===== config.mk =====
export PLATFORM = sky130hd
export DESIGN_NAME = utf8_to_utf16_stream_decoder_flat
export DESIGN_NICKNAME = d
export VERILOG_FILES = /design/src/rtl/core/u8u16_pkg.sv /design/src/rtl/core/u8u16_byte_if.sv /design/src/rtl/core/u8u16_unit_if.sv /design/src/rtl/core/u8u16_front.sv /design/src/rtl/core/u8u16_queue.sv /design/src/rtl/core/u8u16_back.sv /design/src/rtl/core/utf8_to_utf16_stream_decoder.sv /design/src/flat_wrapper.sv
export SDC_FILE = /design/constraint.sdc
export NUM_CORES = 1
export LEC_CHECK = 0
export BUFFER_PORTS_ARGS = -buffer_cell sky130_fd_sc_hd__clkbuf_2
export CAP_MARGIN = 10
export CORE_UTILIZATION = 50
export DETAILED_ROUTE_END_ITERATION = 10
export GPL_ROUTABILITY_DRIVEN = 1
export GPL_TIMING_DRIVEN = 0
export PLACE_DENSITY = 0.66
export SLEW_MARGIN = 20
export SYNTH_ARGS = -nofsm -noshare
export SYNTH_HDL_FRONTEND = slang
export SYNTH_SLANG_ARGS = --single-unit

===== constraint.sdc =====
create_clock -name clk -period 27.5 [get_ports clk]
set_clock_uncertainty 0.2 [all_clocks]
set_input_delay 2.75 -clock clk [delete_from_list [all_inputs] [get_ports clk]]
set_output_delay 2.75 -clock clk [all_outputs]
set_load 0.005 [all_outputs]

===== src/rtl/core/u8u16_pkg.sv =====
// Package for the UTF-8 to UTF-16 stream decoder.
// Holds the queue word type and the per-byte decode function.
// No dependencies.
`default_nettype none

package u8u16_pkg;

	localparam int unsigned QDEPTH_DEFAULT = 2;
	localparam logic [15:0] REPL_UNIT = 16'h003F;
	localparam int unsigned MAX_RES = 3;

	// One queue word: all results caused by one input byte.
	typedef struct packed {
		logic [1:0]                count;   // 1..3 results
		logic [MAX_RES-1:0][15:0]  unit;
		logic [MAX_RES-1:0]        repl;
		logic                      last;    // byte closed the text
	} entry_t;

	typedef struct packed {
		entry_t     ent;
		logic [1:0] left;
		logic [7:0] lead;
		logic [7:0] second;
	} dec_t;

	function automatic logic is_cont(input logic [7:0] b);
		return b[7:6] == 2'b10;
	endfunction

	// Decode held bytes plus the new byte. At most three steps, each
	// consumes one or more bytes or stops on an open sequence.
	function automatic dec_t decode_run(input logic [1:0] held_count,
		input logic [7:0] lead, input logic [7:0] second,
		input logic [7:0] data, input logic last);
		logic [63:0] bytes_v;
		logic [2:0]  n;
		logic [2:0]  pos;
		logic [2:0]  rem;
		logic [1:0]  k;
		logic        stop;
		logic [7:0]  c;
		logic [7:0]  c1;
		logic [7:0]  c2;
		dec_t        r;
		bytes_v = '0;
		r       = '0;
		pos     = '0;
		k       = '0;
		stop    = 1'b0;
		case (held_count)
			2'd0: begin
				bytes_v[7:0] = data;
				n = 3'd1;
			end
			2'd1: begin
				bytes_v[15:0] = {data, lead};
				n = 3'd2;
			end
			default: begin
				bytes_v[23:0] = {data, second, lead};
				n = 3'd3;
			end
		endcase
		for (int i = 0; i < 3; i++) begin
			if (!stop && pos < n) begin
				c   = bytes_v[{pos, 3'b000} +: 8];
				c1  = bytes_v[{pos + 3'd1, 3'b000} +: 8];
				c2  = bytes_v[{pos + 3'd2, 3'b000} +: 8];
				rem = n - pos;
				if (!c[7]) begin
					r.ent.unit[k] = {8'h00, c};
					k   = k + 2'd1;
					pos = pos + 3'd1;
				end else if (c[7:5] == 3'b110) begin
					if (rem < 3'd2) begin
						stop = 1'b1;
					end else if (is_cont(c1)) begin
						r.ent.unit[k] = {5'b00000, c[4:0], c1[5:0]};
						k   = k + 2'd1;
						pos = pos + 3'd2;
					end else begin
						r.ent.unit[k] = REPL_UNIT;
						r.ent.repl[k] = 1'b1;
						k   = k + 2'd1;
						pos = pos + 3'd1;
					end
				end else if (c[7:4] == 4'b1110) begin
					if (rem < 3'd2) begin
						stop = 1'b1;
					end else if (!is_cont(c1)) begin
						r.ent.unit[k] = REPL_UNIT;
						r.ent.repl[k] = 1'b1;
						k   = k + 2'd1;
						pos = pos + 3'd1;
					end else if (rem < 3'd3) begin
						stop = 1'b1;
					end else if (is_cont(c2)) begin
						r.ent.unit[k] = {c[3:0], c1[5:0], c2[5:0]};
						k   = k + 2'd1;
						pos = pos + 3'd3;
					end else begin
						r.ent.unit[k] = REPL_UNIT;
						r.ent.repl[k] = 1'b1;
						k   = k + 2'd1;
						pos = pos + 3'd1;
					end
				end else begin
					r.ent.unit[k] = REPL_UNIT;
					r.ent.repl[k] = 1'b1;
					k   = k + 2'd1;
					pos = pos + 3'd1;
				end
			end
		end
		// flush whatever is still open at end of text
		if (last) begin
			for (int j = 0; j < 3; j++) begin
				if (pos < n) begin
					r.ent.unit[k] = REPL_UNIT;
					r.ent.repl[k] = 1'b1;
					k   = k + 2'd1;
					pos = pos + 3'd1;
				end
			end
		end
		r.ent.count = k;
		r.ent.last  = last;
		r.left      = 2'(n - pos);
		r.lead      = (r.left >= 2'd1) ? bytes_v[{pos, 3'b000} +: 8] : 8'h00;
		r.second    = (r.left >= 2'd2) ? bytes_v[{pos + 3'd1, 3'b000} +: 8] : 8'h00;
		return r;
	endfunction

endpackage

`default_nettype wire


===== src/rtl/core/u8u16_byte_if.sv =====
// Input channel of the decoder: one UTF-8 byte per word.
// No dependencies.
`default_nettype none

interface u8u16_byte_if;
	logic       valid;
	logic       ready;
	logic [7:0] data_byte;
	logic       end_of_text;

	modport source (output valid, output data_byte, output end_of_text, input ready);
	modport sink (input valid, input data_byte, input end_of_text, output ready);
endinterface

`default_nettype wire


===== src/rtl/core/u8u16_unit_if.sv =====
// Output channel of the decoder: one UTF-16 code unit per word.
// No dependencies.
`default_nettype none

interface u8u16_unit_if;
	logic        valid;
	logic        ready;
	logic [15:0] code_unit;
	logic        replaced;
	logic        run_end;
	logic        text_end;

	modport source (output valid, output code_unit, output replaced, output run_end,
		output text_end, input ready);
	modport sink (input valid, input code_unit, input replaced, input run_end,
		input text_end, output ready);
endinterface

`default_nettype wire


===== src/rtl/core/u8u16_front.sv =====
// Front end: takes bytes, keeps the open sequence, builds at most one queue word per byte.
// Depends on u8u16_pkg and u8u16_byte_if.
`default_nettype none

module u8u16_front (
	input  wire                   clk,
	input  wire                   arst_n,
	u8u16_byte_if.sink            byte_ch,
	input  wire                   push_ready,
	output logic                  push_valid,
	output u8u16_pkg::entry_t     push_ent,
	output logic [1:0]            held_count
);
	import u8u16_pkg::*;

	logic [1:0] held_count_q;
	logic [7:0] held_lead_q;
	logic [7:0] held_second_q;
	logic       accept;
	dec_t       dec;

	assign byte_ch.ready = push_ready;
	assign accept        = byte_ch.valid && push_ready;
	assign dec           = decode_run(held_count_q, held_lead_q, held_second_q,
		byte_ch.data_byte, byte_ch.end_of_text);

	// a byte that only extends an open sequence produces no word
	assign push_valid = accept && (dec.ent.count != 2'd0);
	assign push_ent   = dec.ent;
	assign held_count = held_count_q;

	always_ff @(posedge clk or negedge arst_n) begin
		if (!arst_n) begin
			held_count_q  <= 2'd0;
			held_lead_q   <= 8'h00;
			held_second_q <= 8'h00;
		end else if (accept) begin
			held_count_q  <= dec.left;
			held_lead_q   <= dec.lead;
			held_second_q <= dec.second;
		end
	end

endmodule

`default_nettype wire


===== src/rtl/core/u8u16_queue.sv =====
// Small word queue between front and back end.
// Depends on u8u16_pkg.
`default_nettype none

module u8u16_queue #(
	parameter int unsigned DEPTH = u8u16_pkg::QDEPTH_DEFAULT
) (
	input  wire                   clk,
	input  wire                   arst_n,
	input  wire                   push_valid,
	input  wire u8u16_pkg::entry_t push_ent,
	output logic                  push_ready,
	output logic                  pop_valid,
	output u8u16_pkg::entry_t     pop_ent,
	input  wire                   pop_ready
);
	import u8u16_pkg::*;

	localparam int unsigned AW = (DEPTH > 1) ? $clog2(DEPTH) : 1;
	localparam int unsigned CW = $clog2(DEPTH + 1);

	entry_t          ent_q [DEPTH];
	logic [AW-1:0]   wptr_q;
	logic [AW-1:0]   rptr_q;
	logic [CW-1:0]   count_q;
	logic            push;
	logic            pop;

	assign push_ready = (count_q != CW'(DEPTH));
	assign pop_valid  = (count_q != '0);
	assign pop_ent    = ent_q[rptr_q];
	assign push       = push_valid && push_ready;
	assign pop        = pop_valid && pop_ready;

	always_ff @(posedge clk) begin
		if (push) begin
			ent_q[wptr_q] <= push_ent;
		end
	end

	always_ff @(posedge clk or negedge arst_n) begin
		if (!arst_n) begin
			wptr_q  <= '0;
			rptr_q  <= '0;
			count_q <= '0;
		end else begin
			if (push) begin
				wptr_q <= (wptr_q == AW'(DEPTH - 1)) ? '0 : wptr_q + AW'(1);
			end
			if (pop) begin
				rptr_q <= (rptr_q == AW'(DEPTH - 1)) ? '0 : rptr_q + AW'(1);
			end
			if (push && !pop) begin
				count_q <= count_q + CW'(1);
			end else if (pop && !push) begin
				count_q <= count_q - CW'(1);
			end
		end
	end

endmodule

`default_nettype wire


===== src/rtl/core/u8u16_back.sv =====
// Back end: holds one queue word and sends its code units one per cycle while unit_ch.ready is high.
// Depends on u8u16_pkg and u8u16_unit_if.
`default_nettype none

module u8u16_back (
	input  wire                   clk,
	input  wire                   arst_n,
	input  wire                   pop_valid,
	input  wire u8u16_pkg::entry_t pop_ent,
	output logic                  pop_ready,
	u8u16_unit_if.source          unit_ch
);
	import u8u16_pkg::*;

	entry_t     ent_q;
	logic       busy_q;
	logic [1:0] idx_q;
	logic       is_last_unit;
	logic       sent;

	assign is_last_unit = (idx_q == ent_q.count - 2'd1);
	assign sent         = busy_q && unit_ch.ready;
	// reload as the last unit of the current word leaves
	assign pop_ready    = !busy_q || (sent && is_last_unit);

	assign unit_ch.valid     = busy_q;
	assign unit_ch.code_unit = ent_q.unit[idx_q];
	assign unit_ch.replaced  = ent_q.repl[idx_q];
	assign unit_ch.run_end   = is_last_unit;
	assign unit_ch.text_end  = is_last_unit && ent_q.last;

	always_ff @(posedge clk) begin
		if (pop_valid && pop_ready) begin
			ent_q <= pop_ent;
		end
	end

	always_ff @(posedge clk or negedge arst_n) begin
		if (!arst_n) begin
			busy_q <= 1'b0;
			idx_q  <= 2'd0;
		end else if (pop_ready) begin
			busy_q <= pop_valid;
			idx_q  <= 2'd0;
		end else if (sent) begin
			idx_q <= idx_q + 2'd1;
		end
	end

endmodule

`default_nettype wire


===== src/rtl/core/utf8_to_utf16_stream_decoder.sv =====
// Top level of the UTF-8 to UTF-16 stream decoder (BMP only).
// Depends on u8u16_pkg, u8u16_byte_if, u8u16_unit_if, u8u16_front,
// u8u16_queue and u8u16_back.
//
//   channel   dir   word contents
//   byte_ch   in    data_byte[7:0], end_of_text
//   unit_ch   out   code_unit[15:0], replaced, run_end, text_end
//
// One byte is taken per cycle while the queue has room; a byte gives 0 to 3 code units.
// The output port sends one code unit per cycle while unit_ch.ready is high, so a byte giving k units
// holds it for all k of them; QUEUE_DEPTH words between front and back absorb that.
// The first code unit is offered once its word has passed the queue and the back-end word register.
// Reset clears the held sequence and empties the queue and the output register.
// byte_ch.ready drops only when the queue is full.
`default_nettype none

module utf8_to_utf16_stream_decoder #(
	parameter int unsigned QUEUE_DEPTH = u8u16_pkg::QDEPTH_DEFAULT
) (
	input  wire            clk,
	input  wire            arst_n,
	u8u16_byte_if.sink     byte_ch,
	u8u16_unit_if.source   unit_ch
);
	import u8u16_pkg::*;

	logic       push_valid;
	logic       push_ready;
	entry_t     push_ent;
	logic       pop_valid;
	logic       pop_ready;
	entry_t     pop_ent;
	logic [1:0] held_count;

	u8u16_front u_front (
		.clk        (clk),
		.arst_n     (arst_n),
		.byte_ch    (byte_ch),
		.push_ready (push_ready),
		.push_valid (push_valid),
		.push_ent   (push_ent),
		.held_count (held_count)
	);

	u8u16_queue #(
		.DEPTH (QUEUE_DEPTH)
	) u_queue (
		.clk        (clk),
		.arst_n     (arst_n),
		.push_valid (push_valid),
		.push_ent   (push_ent),
		.push_ready (push_ready),
		.pop_valid  (pop_valid),
		.pop_ent    (pop_ent),
		.pop_ready  (pop_ready)
	);

	u8u16_back u_back (
		.clk       (clk),
		.arst_n    (arst_n),
		.pop_valid (pop_valid),
		.pop_ent   (pop_ent),
		.pop_ready (pop_ready),
		.unit_ch   (unit_ch)
	);

	// end of text always leaves nothing held
	a_eot_flush: assert property (@(posedge clk) disable iff (!arst_n)
		byte_ch.valid && byte_ch.ready && byte_ch.end_of_text |=> held_count == 2'd0)
		else $error("held bytes remain after end of text");

	// an end-of-text byte always produces a word
	a_eot_push: assert property (@(posedge clk) disable iff (!arst_n)
		byte_ch.valid && byte_ch.ready && byte_ch.end_of_text |-> push_valid)
		else $error("end-of-text byte produced no result");

	a_text_end_run: assert property (@(posedge clk) disable iff (!arst_n)
		unit_ch.valid && unit_ch.text_end |-> unit_ch.run_end)
		else $error("text_end without run_end");

	a_repl_unit: assert property (@(posedge clk) disable iff (!arst_n)
		unit_ch.valid && unit_ch.replaced |-> unit_ch.code_unit == REPL_UNIT)
		else $error("replacement word carries wrong code unit");

	// words in the back end never carry a zero count
	a_count: assert property (@(posedge clk) disable iff (!arst_n)
		pop_valid |-> pop_ent.count != 2'd0)
		else $error("empty word in queue");

endmodule

`default_nettype wire


===== src/flat_wrapper.sv =====
// flat-port wrapper written by rule: the top's interface ports become plain ports
module utf8_to_utf16_stream_decoder_flat import u8u16_pkg::*;
#(
	parameter int unsigned QUEUE_DEPTH = u8u16_pkg::QDEPTH_DEFAULT
)
  (clk, arst_n, byte_ch_valid, byte_ch_data_byte, byte_ch_end_of_text, byte_ch_ready, unit_ch_valid, unit_ch_code_unit, unit_ch_replaced, unit_ch_run_end, unit_ch_text_end, unit_ch_ready);
  u8u16_byte_if byte_ch_i ();
  u8u16_unit_if unit_ch_i ();
  input  wire clk;
  input  wire arst_n;
  input wire logic [$bits(byte_ch_i.valid)-1:0] byte_ch_valid;
  input wire logic [$bits(byte_ch_i.data_byte)-1:0] byte_ch_data_byte;
  input wire logic [$bits(byte_ch_i.end_of_text)-1:0] byte_ch_end_of_text;
  output wire logic [$bits(byte_ch_i.ready)-1:0] byte_ch_ready;
  output wire logic [$bits(unit_ch_i.valid)-1:0] unit_ch_valid;
  output wire logic [$bits(unit_ch_i.code_unit)-1:0] unit_ch_code_unit;
  output wire logic [$bits(unit_ch_i.replaced)-1:0] unit_ch_replaced;
  output wire logic [$bits(unit_ch_i.run_end)-1:0] unit_ch_run_end;
  output wire logic [$bits(unit_ch_i.text_end)-1:0] unit_ch_text_end;
  input wire logic [$bits(unit_ch_i.ready)-1:0] unit_ch_ready;
  assign byte_ch_i.valid = byte_ch_valid;
  assign byte_ch_i.data_byte = byte_ch_data_byte;
  assign byte_ch_i.end_of_text = byte_ch_end_of_text;
  assign byte_ch_ready = byte_ch_i.ready;
  assign unit_ch_valid = unit_ch_i.valid;
  assign unit_ch_code_unit = unit_ch_i.code_unit;
  assign unit_ch_replaced = unit_ch_i.replaced;
  assign unit_ch_run_end = unit_ch_i.run_end;
  assign unit_ch_text_end = unit_ch_i.text_end;
  assign unit_ch_i.ready = unit_ch_ready;
  utf8_to_utf16_stream_decoder #(.QUEUE_DEPTH(QUEUE_DEPTH)) u_core (.clk(clk), .arst_n(arst_n), .byte_ch(byte_ch_i), .unit_ch(unit_ch_i));
endmodule

# Word level (Yosys, flattened, before mapping)
# Memories as Yosys holds them, arrays and structs flattened. A register that Yosys moved wholly into a read port is not among the register bits.
# Cells that the tools add are included.
# totals
rom_bits	0
wordCells	307
in_bits	13
n_memories	1
ramBits	108
latch_bits	0
ff_bits	25
# mem_list
name	words	word_bits	rd	rd_clocked_by_memory_dff	write_ports	line_no	source
u_core.u_queue.ent_q	2	54	1	1	1	u8u16_queue.sv:22	entry_t ent_q [DEPTH];
# classes
mux	178
n_shift	8
n_reduce_logical	28
order_cmp	25
div	0
addsub	24
n_bitwise	20
eq_ne	15
multipliers	0
# op_table
cell	n
$mux W51	20
$shiftx A64 B7 Y8	8
$bwmux W48	6
$mux W48	6
$mux W16	14
$demux W16 S2	5
$not A30 Y30	5
$and A30 B30 Y30	4
$mux W3	36
$mux W2	36
$or A18 B18 Y18	4
$mux W1	40
$bmux W16 S2	1
$mux W8	4
$and A10 B30 Y30	1
$mux W11	2
$add A3 B1 Y3 const B	6
$lt A2 B3 Y1 const B	6
$lt A3 B2 Y1 const B	6
$or A6 B18 Y18	1
$logic_and A1 B1 Y1	16
$pmux W8 S2	1
$lt A3 B3 Y1	5
$add A2 B1 Y2 const B	7
24 further kinds	58

# Longest topological paths before layout
# Gate-level depths: netlist of the first run.
# logic_depth
word_depth	50
depth_mapped	56

# Hierarchy
# A second synthesis of the first run with hierarchy kept.
# hier_totals
cells_unflattened	1441
hier_area_um2	13872.1
# modules_own_cells
module	seq_area_each_um2	area_each_um2	n_inst	cells_each
u8u16_front	450.4	7342.0	1	1117
u8u16_queue	3343.2	4340.4	1	186
u8u16_back	1696.6	2189.6	1	138

# Least setup slack after synthesis of the first run
# Ideal clock, no wire load.
# synth_timing
kind	input-to-reg
from	in byte_ch_data_byte[7]
to	mem u_core.u_queue.ent_q[0][0] (netlist name), enable pin
path_buffers	8
t_arrival_ns	15.285
setup_time_ns	0.472
cell_stages	46
setup_slack_ns	11.543
cell_sequence	buf_6 > and4bb_4 > or2_1 > buf_2 > o211ai_4 > clkbuf_1 > clkbuf_1 > clkbuf_1 > ha_1 > fa_1 > nor2b_1 > clkbuf_1 > or4_1 > o211ai_1 > a211oi_1 > mux2_4 > nor2_4 > buf_1 > [... 10 more ...] > a31oi_1 > nor3_2 > mux2_2 > ha_1 > nor3_1 > and3_1 > a21oi_1 > mux2i_1 > inv_1 > ha_1 > nor3_1 > nand3_1 > mux2i_1 > nor2_1 > o21ai_0 > nand3_1 > a31oi_1 > nor2b_1
# synth_via
elab_chain_len	46
# synth_lines
element	line_no	source
start, declared	flat_wrapper.sv:12	input wire logic [$bits(byte_ch_i.data_byte)-1:0] byte_ch_data_byte;
$mux W8	u8u16_pkg.sv:51	case (held_count)
$eq A2 B2 Y1	u8u16_pkg.sv:28	return b[7:6] == 2'b10;
$mux W2	u8u16_pkg.sv:98	end else if (is_cont(c2)) begin
$mux W2	u8u16_pkg.sv:96	end else if (rem < 3'd3) begin
$mux W2	u8u16_pkg.sv:91	end else if (!is_cont(c1)) begin
$mux W2	u8u16_pkg.sv:89	if (rem < 3'd2) begin
$mux W3	u8u16_pkg.sv:88	end else if (c[7:4] == 4'b1110) begin
$mux W3	u8u16_pkg.sv:75	end else if (c[7:5] == 3'b110) begin
[... 31 more ...]	n/a	
$mux W2	u8u16_pkg.sv:119	if (pos < n) begin
$mux W2 *	u8u16_pkg.sv:117	if (last) begin
$reduce_bool A2 Y1 *	u8u16_front.sv:28	assign push_valid = accept && (dec.ent.count != 2'd0);
$logic_and A1 B1 Y1 *	u8u16_front.sv:28	
$logic_and A1 B1 Y1 *	u8u16_queue.sv:32	assign push = push_valid && push_ready;
via u_core.u_queue.push	u8u16_queue.sv:26	logic push;
$mux W1 *	u8u16_queue.sv:36	if (push) begin
$mux W1 (not written as such) *	u8u16_queue.sv:37	ent_q[wptr_q] <= push_ent;
end, declared	u8u16_queue.sv:22	
# The timed path passes the listed nets; every way through them passes the cells marked *. The select of a mux whose other input is x is not followed.

# Final worst setup path of the first run
# layout_timing
from	in byte_ch_data_byte[7]
to	reg u_core.u_front.held_lead_q[5]
# layout_via
elab_chain_len	44
# layout_lines
element	line_no	source
$mux W8	u8u16_pkg.sv:51	
$eq A2 B2 Y1	u8u16_pkg.sv:28	
$mux W2	u8u16_pkg.sv:98	
$mux W2	u8u16_pkg.sv:96	
$mux W2	u8u16_pkg.sv:91	
$mux W2	u8u16_pkg.sv:89	
$mux W3	u8u16_pkg.sv:88	
$mux W3	u8u16_pkg.sv:75	
[... 27 more ...]	n/a	
$add A3 B1 Y3 or $lt A3 B3 Y1 (tied branches)	u8u16_pkg.sv:123, u8u16_pkg.sv:119	
$mux W3	u8u16_pkg.sv:119	
$mux W3	u8u16_pkg.sv:117	
$add A3 B1 Y3 or $lt A3 B3 Y1 (tied branches)	u8u16_pkg.sv:123, u8u16_pkg.sv:119	
$mux W3	u8u16_pkg.sv:119	
$mux W3 *	u8u16_pkg.sv:117	
parallel branches: the longest is 2 deep, another holds $shiftx A64 B7 Y8	n/a	
$mux W8 *	u8u16_pkg.sv:130	r.lead = (r.left >= 2'd1) ? bytes_v[{pos, 3'b000} +: 8] : 8'h00;
end signal, assigned	u8u16_front.sv:39	held_lead_q <= dec.lead;
end, declared	u8u16_front.sv:17	logic [7:0] held_lead_q;
# Mark *: on every way between the ends. The select of a mux whose other input is x is not followed.
# A chain may end at the register's enable or synchronous reset.

==> flow_metrics.env, run 1 <==
export IMPL_cp_start_kind="input pin"
export IMPL_run_status="finished clean"
export IMPL_clk_path_buf_depth=2
export IMPL_grt_start_max_net_pins=56
export IMPL_numCtsBuffers=17
export IMPL_synth_seq_cells=187
export IMPL_area_growth_pct=10.2
export IMPL_hold_depth=2
export IMPL_yosys_area_top_type_share=0.383
export IMPL_drt_iter0_markers=1343
export IMPL_min_period_ns=17.33
export IMPL_antenna_found_initial=0
export IMPL_worstSkewPairLatency_ns=0.44
export IMPL_hold_path_class="reg -> reg"
export IMPL_clockRootBuffer="clkbuf_16"
export IMPL_grt_util_all_layers=0.346
export IMPL_core_area_um2=24600
export IMPL_synthFlopType="edfxtp_1"
export IMPL_drv_cap=0
export IMPL_routed_wl_um=44400
export IMPL_grtUsageMet3=0.0570
export IMPL_layout_drive_gt1_share=0.146
export IMPL_synth_nets=1355
export IMPL_cts_tree="yes"
export IMPL_clock_fmax_mhz=57.7
export IMPL_cts_sinks=187
export IMPL_wl_per_cell_um=26.1
export IMPL_grt_busiest_layer="met2"
export IMPL_min_to="u_core.u_front.held_second_q[1]"
export IMPL_synth_avg_cell_area_um2=9.71
export IMPL_routabilityCongestion=1.05
export IMPL_synth_edf_count=162
export IMPL_path_class="in -> reg"
export IMPL_pin_count=34
export IMPL_met2_usage=0.580
export IMPL_arrival_ns=17.51
export IMPL_initial_core_util=0.517
export IMPL_grt_ovfl_total=0
export IMPL_hpwl_um=34000
export IMPL_n_antenna_cell=0
export IMPL_worstReg2RegEnd="u_core.u_front.held_lead_q[5]"
export IMPL_post_synth_top_count_cell="edfxtp_1"
export IMPL_hold_violations=0
export IMPL_setup_violations=0
export IMPL_cts_hold_buffers=0
export IMPL_clk_pin_slew_worst_paths_ns=0.09
export IMPL_drv_slew=0
export IMPL_route_vias_total=11300
export IMPL_synth_top_area_cell="edfxtp_1"
export IMPL_mappedNetlistArea_um2=12700
export IMPL_period_share=0.630
export IMPL_fp_row_count=57
export IMPL_rsz0062_at_grt="no"
export IMPL_syn_inst=1310
export IMPL_n_fill_cell=2207
export IMPL_synth_commonest_cells="edfxtp_1 (162), nand2_1 (139), nor2_1 (110)"
export IMPL_dr_pass1_iters=6
export IMPL_cts_max_level=4
export IMPL_tns_ns=0
export IMPL_die_area_um2=26100
export IMPL_grt_pass1_vias=11000
export IMPL_rr_worst_depth=50
export IMPL_dieWidth_um=161
export IMPL_nets=1409
export IMPL_crit_path_end_kind="flop"
export IMPL_min_from="u_core.u_front.held_second_q[1]"
export IMPL_worstMarginPinSlew_ns=1.11
export IMPL_cp_common_cell="ha_1"
export IMPL_io_buffer_count=32
export IMPL_use_met1=0.439
export IMPL_cp_max_fo=11
export IMPL_via_per_inst=6.66
export IMPL_cpMaxStageDelayCell="o211ai_1"
export IMPL_die_y_um=161
export IMPL_seq_area_frac_synth=0.432
export IMPL_slew_headroom=0.250
export IMPL_yosys_warnings=0
export IMPL_synth_distinct_cells=100
export IMPL_regToRegSetupSlack_ns=11.93
export IMPL_ant_nets=0
export IMPL_ctsResizeCount=0
export IMPL_reg2reg_from="u_core.u_front.held_lead_q[7]"
export IMPL_max_stage_delay_ns=0.71
export IMPL_cp_required_ns=27.68
export IMPL_drc_errors=0
export IMPL_cts_setup_buffers=0
export IMPL_async_flop_share=0.134
export IMPL_grt_pass1_wl_um=67200
export IMPL_synth_area_leaders="edfxtp_1 (38%), mux2_2 (5.6%), dfrtp_1 (4.9%), nand2_1 (4.1%), mux2i_1 (3.9%)"
## critical path, delay by kind of cell
kind / cells / cell delay (ns)
AO/OA/AOI/OAI: 14 / 4.62
buffers and inverters: 13 / 3.38
multiplexers: 3 / 1.21
XOR/XNOR: 2 / 0.53
AND/OR/NAND/NOR: 12 / 2.75
adder cells (fa/ha/maj): 7 / 2.23
## kinds of logic (layout without fill, tap and decap cells)
logic type	Yosys count	after routing	share of synthesized area
buf+inv	121	188	0.0399
fa+ha+maj	32	32	0.0327
mux	114	114	0.0963
compound gates	430	430	0.231
simple gates	410	410	0.156
xor+xnor	16	16	0.0122
flops	187	187	0.432
## worst max path at each step
stage	start	end	slack, ns	depth (start not counted)
final	byte_ch_data_byte[7]	u_core.u_front.held_lead_q[5]	10.17	51
after global routing	byte_ch_data_byte[7]	u_core.u_front.held_lead_q[6]	9.34	52
after CTS	byte_ch_data_byte[7]	u_core.u_front.held_lead_q[5]	10.59	52
after detailed placement	byte_ch_data_byte[7]	u_core.u_front.held_lead_q[4]	10.17	52
after global placement	byte_ch_data_byte[7]	u_core.u_queue.ent_q[0][29]	7.67	44
after floorplan	byte_ch_data_byte[7]	u_core.u_queue.ent_q[0][0]	11.54	46
## per-stage QoR
stage | area, um^2 | worst slack, ns | instances | util | hold slack [ns]
detailed placement | 13400 | 10.17 | 1669 | 0.543 | 0.292
CTS | 14000 | 10.59 | 1701 | 0.570 | 0.313
finish | 14000 | 10.17 | 1701 | 0.570 | 0.319
floorplan | 12700 | 11.54 | 1310 | - | 0.255
global placement | 13300 | 7.67 | 1666 | 0.540 | 0.270
global route | 14000 | 9.34 | 1701 | 0.570 | 0.356
## routing by layer
metal	vias up	routed length, um
met4	0	2040
met2	571	21000
met1	5489	18300
met3	127	3100
met5	-	0
li1	5138	-
## sequential cells by signal (all words and copies together), names as in the netlist
signal and flops:
u_core.u_back.ent_q 54, u_core.u_front.held_lead_q 8, u_core.u_back.idx_q 2, u_core.u_back.unit_ch.valid 1
u_core.u_queue.count_q 2, u_core.u_queue.ent_q 108, u_core.u_front.held_second_q 8, u_core.u_queue.rptr_q 1
u_core.u_queue.wptr_q 1, u_core.u_front.held_count 2
## cells in the final DEF, fill, tap and decap left out, types with 14 or more instances in the layout
cell       instances
edfxtp_1         162
nand2_1          139
nor2_1           110
o21ai_0           95
a21oi_1           81
mux2_2            63
clkbuf_1          51
mux2i_1           50
inv_1             34
o22ai_1           33
clkbuf_2          32
ha_1              30
nand3_1           27
dfrtp_1           25
a211oi_1          24
buf_2             23
a31oi_1           22
and2_1            20
a22o_1            20
nor3_1            20
o211ai_1          18
clkbuf_16         17
a22oi_1           15
nand2b_1          14
## cell type report
| cell class | instances | area (um^2) | area share |
|---|---|---|---|
| Buffer | 83 | 363 | 0.0259 |
| Clock buffer | 17 | 425 | 0.0304 |
| Clock inverter | 15 | 226 | 0.0162 |
| Inverter | 38 | 148 | 0.0105 |
| Multi-Input combinational cell | 1002 | 6730 | 0.480 |
| Sequential cell | 187 | 5490 | 0.392 |
| Tap cell | 324 | 405 | 0.0289 |
| Timing Repair Buffer | 35 | 228 | 0.0162 |
Power of run 1 is left out: the tool's default activity adds up to more than one toggle a clock period on the data nets, which glitch-free logic cannot reach.
==> inputs of run 2 (changes only) <==
==> constraint.sdc (replaced) <==
create_clock -name clk -period 16 [get_ports clk]
set_clock_uncertainty 0.2 [all_clocks]
set_input_delay 1.6 -clock clk [delete_from_list [all_inputs] [get_ports clk]]
set_output_delay 1.6 -clock clk [all_outputs]
set_load 0.005 [all_outputs]
==> flow_metrics.env, run 2 (same netlist as run 1, synthesis figures left out) <==
export IMPL_cp_max_fo=11
export IMPL_run_status="finished clean"
export IMPL_cp_common_cell="ha_1"
export IMPL_clock_fmax_mhz=65.6
export IMPL_path_buf_inv=13
export IMPL_cts_tree="yes"
export IMPL_initial_core_util=0.517
export IMPL_routabilityCongestion=1.05
export IMPL_grt_pass1_vias=11000
export IMPL_largest_register_ffs=108
export IMPL_layout_drive_gt1_share=0.151
export IMPL_setup_violations=0
export IMPL_pin_count=34
export IMPL_final_common_cell="edfxtp_1"
export IMPL_route_vias_total=11300
export IMPL_final_cell_mix="edfxtp_1 (162), nand2_1 (139), nor2_1 (110), o21ai_0 (95), a21oi_1 (81)"
export IMPL_slew_headroom=0.258
export IMPL_grt_ovfl_total=0
export IMPL_dieWidth_um=161
export IMPL_max_stage_delay_ns=0.65
export IMPL_routed_wl_um=44500
export IMPL_cp_required_ns=16.18
export IMPL_fin_area_um2=14100
export IMPL_area_growth_pct=10.6
export IMPL_min_period_ns=15.23
export IMPL_path_class="in -> reg"
export IMPL_hpwl_um=34000
export IMPL_numCtsBuffers=17
export IMPL_drv_slew=0
export IMPL_n_fill_cell=2198
export IMPL_clk_path_buf_depth=2
export IMPL_grt_start_max_net_pins=56
export IMPL_placed_area_um2=13400
export IMPL_cp_top_family="simple AND/OR/NAND/NOR gates"
export IMPL_hold_violations=0
export IMPL_fp_row_count=57
export IMPL_cts_sinks=187
export IMPL_cpMaxStageDelayCell="or4_4"
export IMPL_worstSkewPairLatency_ns=0.45
export IMPL_via_per_inst=6.66
export IMPL_grt_util_all_layers=0.346
export IMPL_worstMarginPinSlew_ns=1.10
export IMPL_crit_path_end_kind="flop"
export IMPL_n_antenna_cell=0
export IMPL_cp_start_kind="input pin"
export IMPL_arrival_ns=15.41
export IMPL_core_area_um2=24600
export IMPL_wl_per_cell_um=26.1
export IMPL_die_y_um=161
export IMPL_rr_worst_depth=52
export IMPL_grt_pass1_wl_um=67200
export IMPL_clk_pin_slew_worst_paths_ns=0.08
export IMPL_drt_iter0_markers=1317
export IMPL_clockRootBuffer="clkbuf_16"
export IMPL_rsz0062_at_grt="no"
export IMPL_ant_nets=0
export IMPL_dr_pass1_iters=6
export IMPL_nets=1411
export IMPL_period_share=0.952
export IMPL_hold_path_class="reg -> reg"
export IMPL_drc_errors=0
export IMPL_reg_largest_list="u_core.u_queue.ent_q: 108 flops, u_core.u_back.ent_q: 54 flops"
export IMPL_io_buffer_count=32
export IMPL_regMostFlops="u_core.u_queue.ent_q"
export IMPL_antenna_found_initial=0
export IMPL_drv_cap=0
export IMPL_path_depth=53
export IMPL_cts_max_level=4
export IMPL_cts_hold_buffers=0
export IMPL_die_area_um2=26100
export IMPL_hold_depth=2
-- run 2: cell types whose count changed in the layout (fill, tap and decap cells not counted) --
cell       previous run  this run
a2111oi_2             0         1
a211oi_4              0         1
a31oi_1              22        21
buf_4                 0         2
clkbuf_1             51        48
nor3_4                0         1
clkbuf_2             32        35
a2111oi_0             2         1
a31oi_2               0         1
a211oi_2              1         0
nor3_2                1         0
-- run 2: tightest hold or removal path: cells and delay by family, from the launching register on --
family / cells / cell delay (ns)
flops: 1 / 0.38
simple gates: 1 / 0.06
compound gates: 1 / 0.05
-- run 2: worst paths after layout --
| check | endpoint | start | slack [ns] |
|---|---|---|---|
| setup / recovery | u_core.u_front.held_lead_q[5] | byte_ch_data_byte[7] | 0.77 |
| hold / removal | u_core.u_front.held_second_q[3] | u_core.u_front.held_second_q[3] | 0.32 |
| setup reg to reg | u_core.u_front.held_lead_q[5] | u_core.u_front.held_lead_q[7] | 1.37 |
| hold reg to reg | u_core.u_front.held_second_q[3] | u_core.u_front.held_second_q[3] | 0.32 |
| max in group asynchronous | u_core.u_queue.count_q[0] | arst_n | 14.15 |
| min in group asynchronous | u_core.u_front.held_count[0] | arst_n | 0.98 |
-- run 2: layout make-up --
cell class / instances / area, um^2 / share of cell area
timing repair buffer: 37 / 243 / 0.0173
clock buffer: 17 / 425 / 0.0303
inverter: 38 / 148 / 0.0105
buffer: 83 / 367 / 0.0261
tap: 324 / 405 / 0.0288
clock inverter: 15 / 226 / 0.0161
multi-input combinational: 1002 / 6760 / 0.480
sequential: 187 / 5490 / 0.390
-- run 2: repair_timing --
| action | in CTS | in global routing |
|---|---|---|
| resized for setup | 0 | 11 |
| setup endpoints to repair | 0 | 122 |
| buffers inserted | 0 | 2 |
-- run 2: per-stage QoR --
step / utilization / cells / setup TNS (ns) / worst slack, ns / hold WS (ns)
global route: 0.571 / 1703 / 0 / 0.0375 / 0.356
finish: 0.571 / 1703 / 0 / 0.766 / 0.316
floorplan: - / 1310 / 0 / 1.19 / 0.255
detailed placement: 0.543 / 1669 / -1.39 / -0.182 / 0.292
CTS: 0.570 / 1701 / 0 / 0.235 / 0.313
global placement: 0.540 / 1666 / -191.80 / -2.68 / 0.270
-- run 2: metal layers --
layer / share of wire / track usage / vias to the layer above
li1: - / - / 5143
met1: 0.41 / 0.439 / 5503
met2: 0.47 / 0.580 / 575
met3: 0.070 / 0.0570 / 127
met4: 0.046 / 0.160 / 0
met5: 0 / 0 / -
Power of run 2 is left out for the same reason.
==> inputs of run 3 (changes only) <==
--- a/config.mk
+++ b/config.mk
@@ -7,11 +7,10 @@
 export LEC_CHECK = 0
 export BUFFER_PORTS_ARGS = -buffer_cell sky130_fd_sc_hd__clkbuf_2
 export CAP_MARGIN = 10
-export CORE_UTILIZATION = 50
+export CORE_UTILIZATION = 26
 export DETAILED_ROUTE_END_ITERATION = 10
 export GPL_ROUTABILITY_DRIVEN = 1
 export GPL_TIMING_DRIVEN = 0
-export PLACE_DENSITY = 0.66
 export SLEW_MARGIN = 20
 export SYNTH_ARGS = -nofsm -noshare
 export SYNTH_HDL_FRONTEND = slang
==> constraint.sdc (replaced) <==
create_clock -name clk -period 17.4 [get_ports clk]
set_clock_uncertainty 0.2 [all_clocks]
set_input_delay 1.74 -clock clk [delete_from_list [all_inputs] [get_ports clk]]
set_output_delay 1.74 -clock clk [all_outputs]
set_load 0.005 [all_outputs]
==> flow_metrics.env, run 3 (same netlist as run 1, synthesis figures left out) <==
export IMPL_area_growth_pct=12.8
export IMPL_dieWidth_um=223
export IMPL_clk_path_buf_depth=2
export IMPL_rr_worst_depth=52
export IMPL_die_area_um2=49800
export IMPL_min_from="u_core.u_queue.count_q[1]"
export IMPL_grt_start_max_net_pins=56
export IMPL_die_y_um=223
export IMPL_cts_tree="yes"
export IMPL_worstSetupStartpoint="byte_ch_data_byte[7]"
export IMPL_drt_iter0_markers=1318
export IMPL_cp_required_ns=17.58
export IMPL_run_status="finished clean"
export IMPL_nets=1409
export IMPL_grt_util_all_layers=0.183
export IMPL_final_common_cell="edfxtp_1"
export IMPL_grt_pass1_vias=10900
export IMPL_dr_pass1_iters=6
export IMPL_cts_max_level=4
export IMPL_grt_ovfl_total=0
export IMPL_timing_final_ws_setup_ns=0.953
export IMPL_drv_cap=0
export IMPL_initial_core_util=0.265
export IMPL_grt_pass1_wl_um=68900
export IMPL_clock_fmax_mhz=60.8
export IMPL_period_share=0.945
export IMPL_route_vias_total=11300
export IMPL_wl_per_cell_um=23.0
export IMPL_routabilityCongestion=0.986
export IMPL_via_per_inst=5.70
export IMPL_cp_max_fo=11
export IMPL_cpMaxStageDelayCell="a31oi_1"
export IMPL_routed_wl_um=45800
export IMPL_cts_hold_buffers=0
export IMPL_n_antenna_cell=0
export IMPL_worstReg2RegEnd="u_core.u_front.held_lead_q[7]"
export IMPL_drv_slew=0
export IMPL_path_depth=53
export IMPL_max_stage_delay_ns=0.82
export IMPL_dpl_worst_slack_ns=0.897
export IMPL_worstSkewPairLatency_ns=0.45
export IMPL_hpwl_um=35400
export IMPL_endpoint="u_core.u_front.held_lead_q[7]"
export IMPL_timing_hold_ws_ns=0.326
export IMPL_cts_sinks=187
export IMPL_ant_nets=0
export IMPL_tns_ns=0
export IMPL_cp_common_cell="ha_1"
export IMPL_regMostFlops="u_core.u_queue.ent_q"
export IMPL_arrival_ns=16.63
export IMPL_pin_count=34
export IMPL_n_fill_cell=5022
export IMPL_slew_headroom=0.283
export IMPL_core_area_um2=47900
export IMPL_min_period_ns=16.45
export IMPL_numCtsBuffers=17
export IMPL_path_class="in -> reg"
export IMPL_hold_violations=0
export IMPL_antenna_found_initial=0
export IMPL_reg_largest_list="u_core.u_queue.ent_q: 108 flops, u_core.u_back.ent_q: 54 flops"
export IMPL_fp_row_count=80
export IMPL_crit_path_end_kind="flop"
export IMPL_largest_register_ffs=108
export IMPL_ctsResizeCount=0
export IMPL_path_buf_inv=13
export IMPL_regToRegSetupSlack_ns=1.78
export IMPL_setup_violations=0
export IMPL_layout_drive_gt1_share=0.145
export IMPL_worstMarginPinSlew_ns=1.07
export IMPL_hold_path_class="reg -> reg"
export IMPL_cp_start_kind="input pin"
export IMPL_drc_errors=0
export IMPL_final_cell_mix="edfxtp_1 (162), nand2_1 (139), nor2_1 (110), o21ai_0 (95), a21oi_1 (81)"
export IMPL_cts_setup_buffers=0
export IMPL_io_buffer_count=32
export IMPL_clockRootBuffer="clkbuf_16"
export IMPL_cp_top_family="compound AO/OA/AOI/OAI gates"
export IMPL_clk_pin_slew_worst_paths_ns=0.07
export IMPL_reg2reg_from="u_core.u_front.held_lead_q[7]"
export IMPL_rsz0062_at_grt="no"
==> run 3: worst min-delay path by stage <==
stage,slack (ns),endpoint,cells past startpoint
final,0.33,u_core.u_queue.count_q[1],1
after global routing,0.35,u_core.u_back.ent_q[32],1
after CTS,0.33,u_core.u_front.held_second_q[0],2
after detailed placement,0.30,u_core.u_front.held_second_q[7],2
after global placement,0.27,u_core.u_queue.wptr_q,1
after floorplan,0.26,u_core.u_queue.wptr_q,1
==> run 3: metrics by stage <==
step | std cells | area, um^2 | utilization
global route | 1992 | 14300 | 0.299
finish | 1992 | 14300 | 0.299
CTS | 1992 | 14300 | 0.299
floorplan | 1310 | 12700 | -
global placement | 1957 | 13600 | 0.285
detailed placement | 1960 | 13700 | 0.286
==> run 3: routing by layer <==
layer / up-vias / share of wire / track usage
met4: 0 / 0.030 / 0.0634
met5: - / 0 / 0
met3: 72 / 0.062 / 0.0238
met1: 5641 / 0.44 / 0.248
met2: 512 / 0.47 / 0.301
li1: 5120 / - / -
==> run 3: worst register-to-register path: cells and delay by family, from the launching register on <==
kind                     cells  cell delay, ns
AO/OA/AOI/OAI               15            4.15
flip-flops                   1            0.50
buffers and inverters       12            3.41
AND/OR/NAND/NOR             12            3.22
XOR/XNOR                     2            0.55
multiplexers                 4            1.45
adder cells (fa/ha/maj)      7            2.06
==> run 3: cell type report <==
cell class | count | area (um^2) | share of cell area
Buffer | 83 | 363 | 0.0253
Multi-Input combinational cell | 1002 | 6730 | 0.469
Inverter | 38 | 148 | 0.0103
Clock inverter | 14 | 188 | 0.0131
Timing Repair Buffer | 35 | 228 | 0.0159
Tap cell | 615 | 769 | 0.0536
Clock buffer | 18 | 429 | 0.0299
Sequential cell | 187 | 5490 | 0.383
Power of run 3 is left out for the same reason.
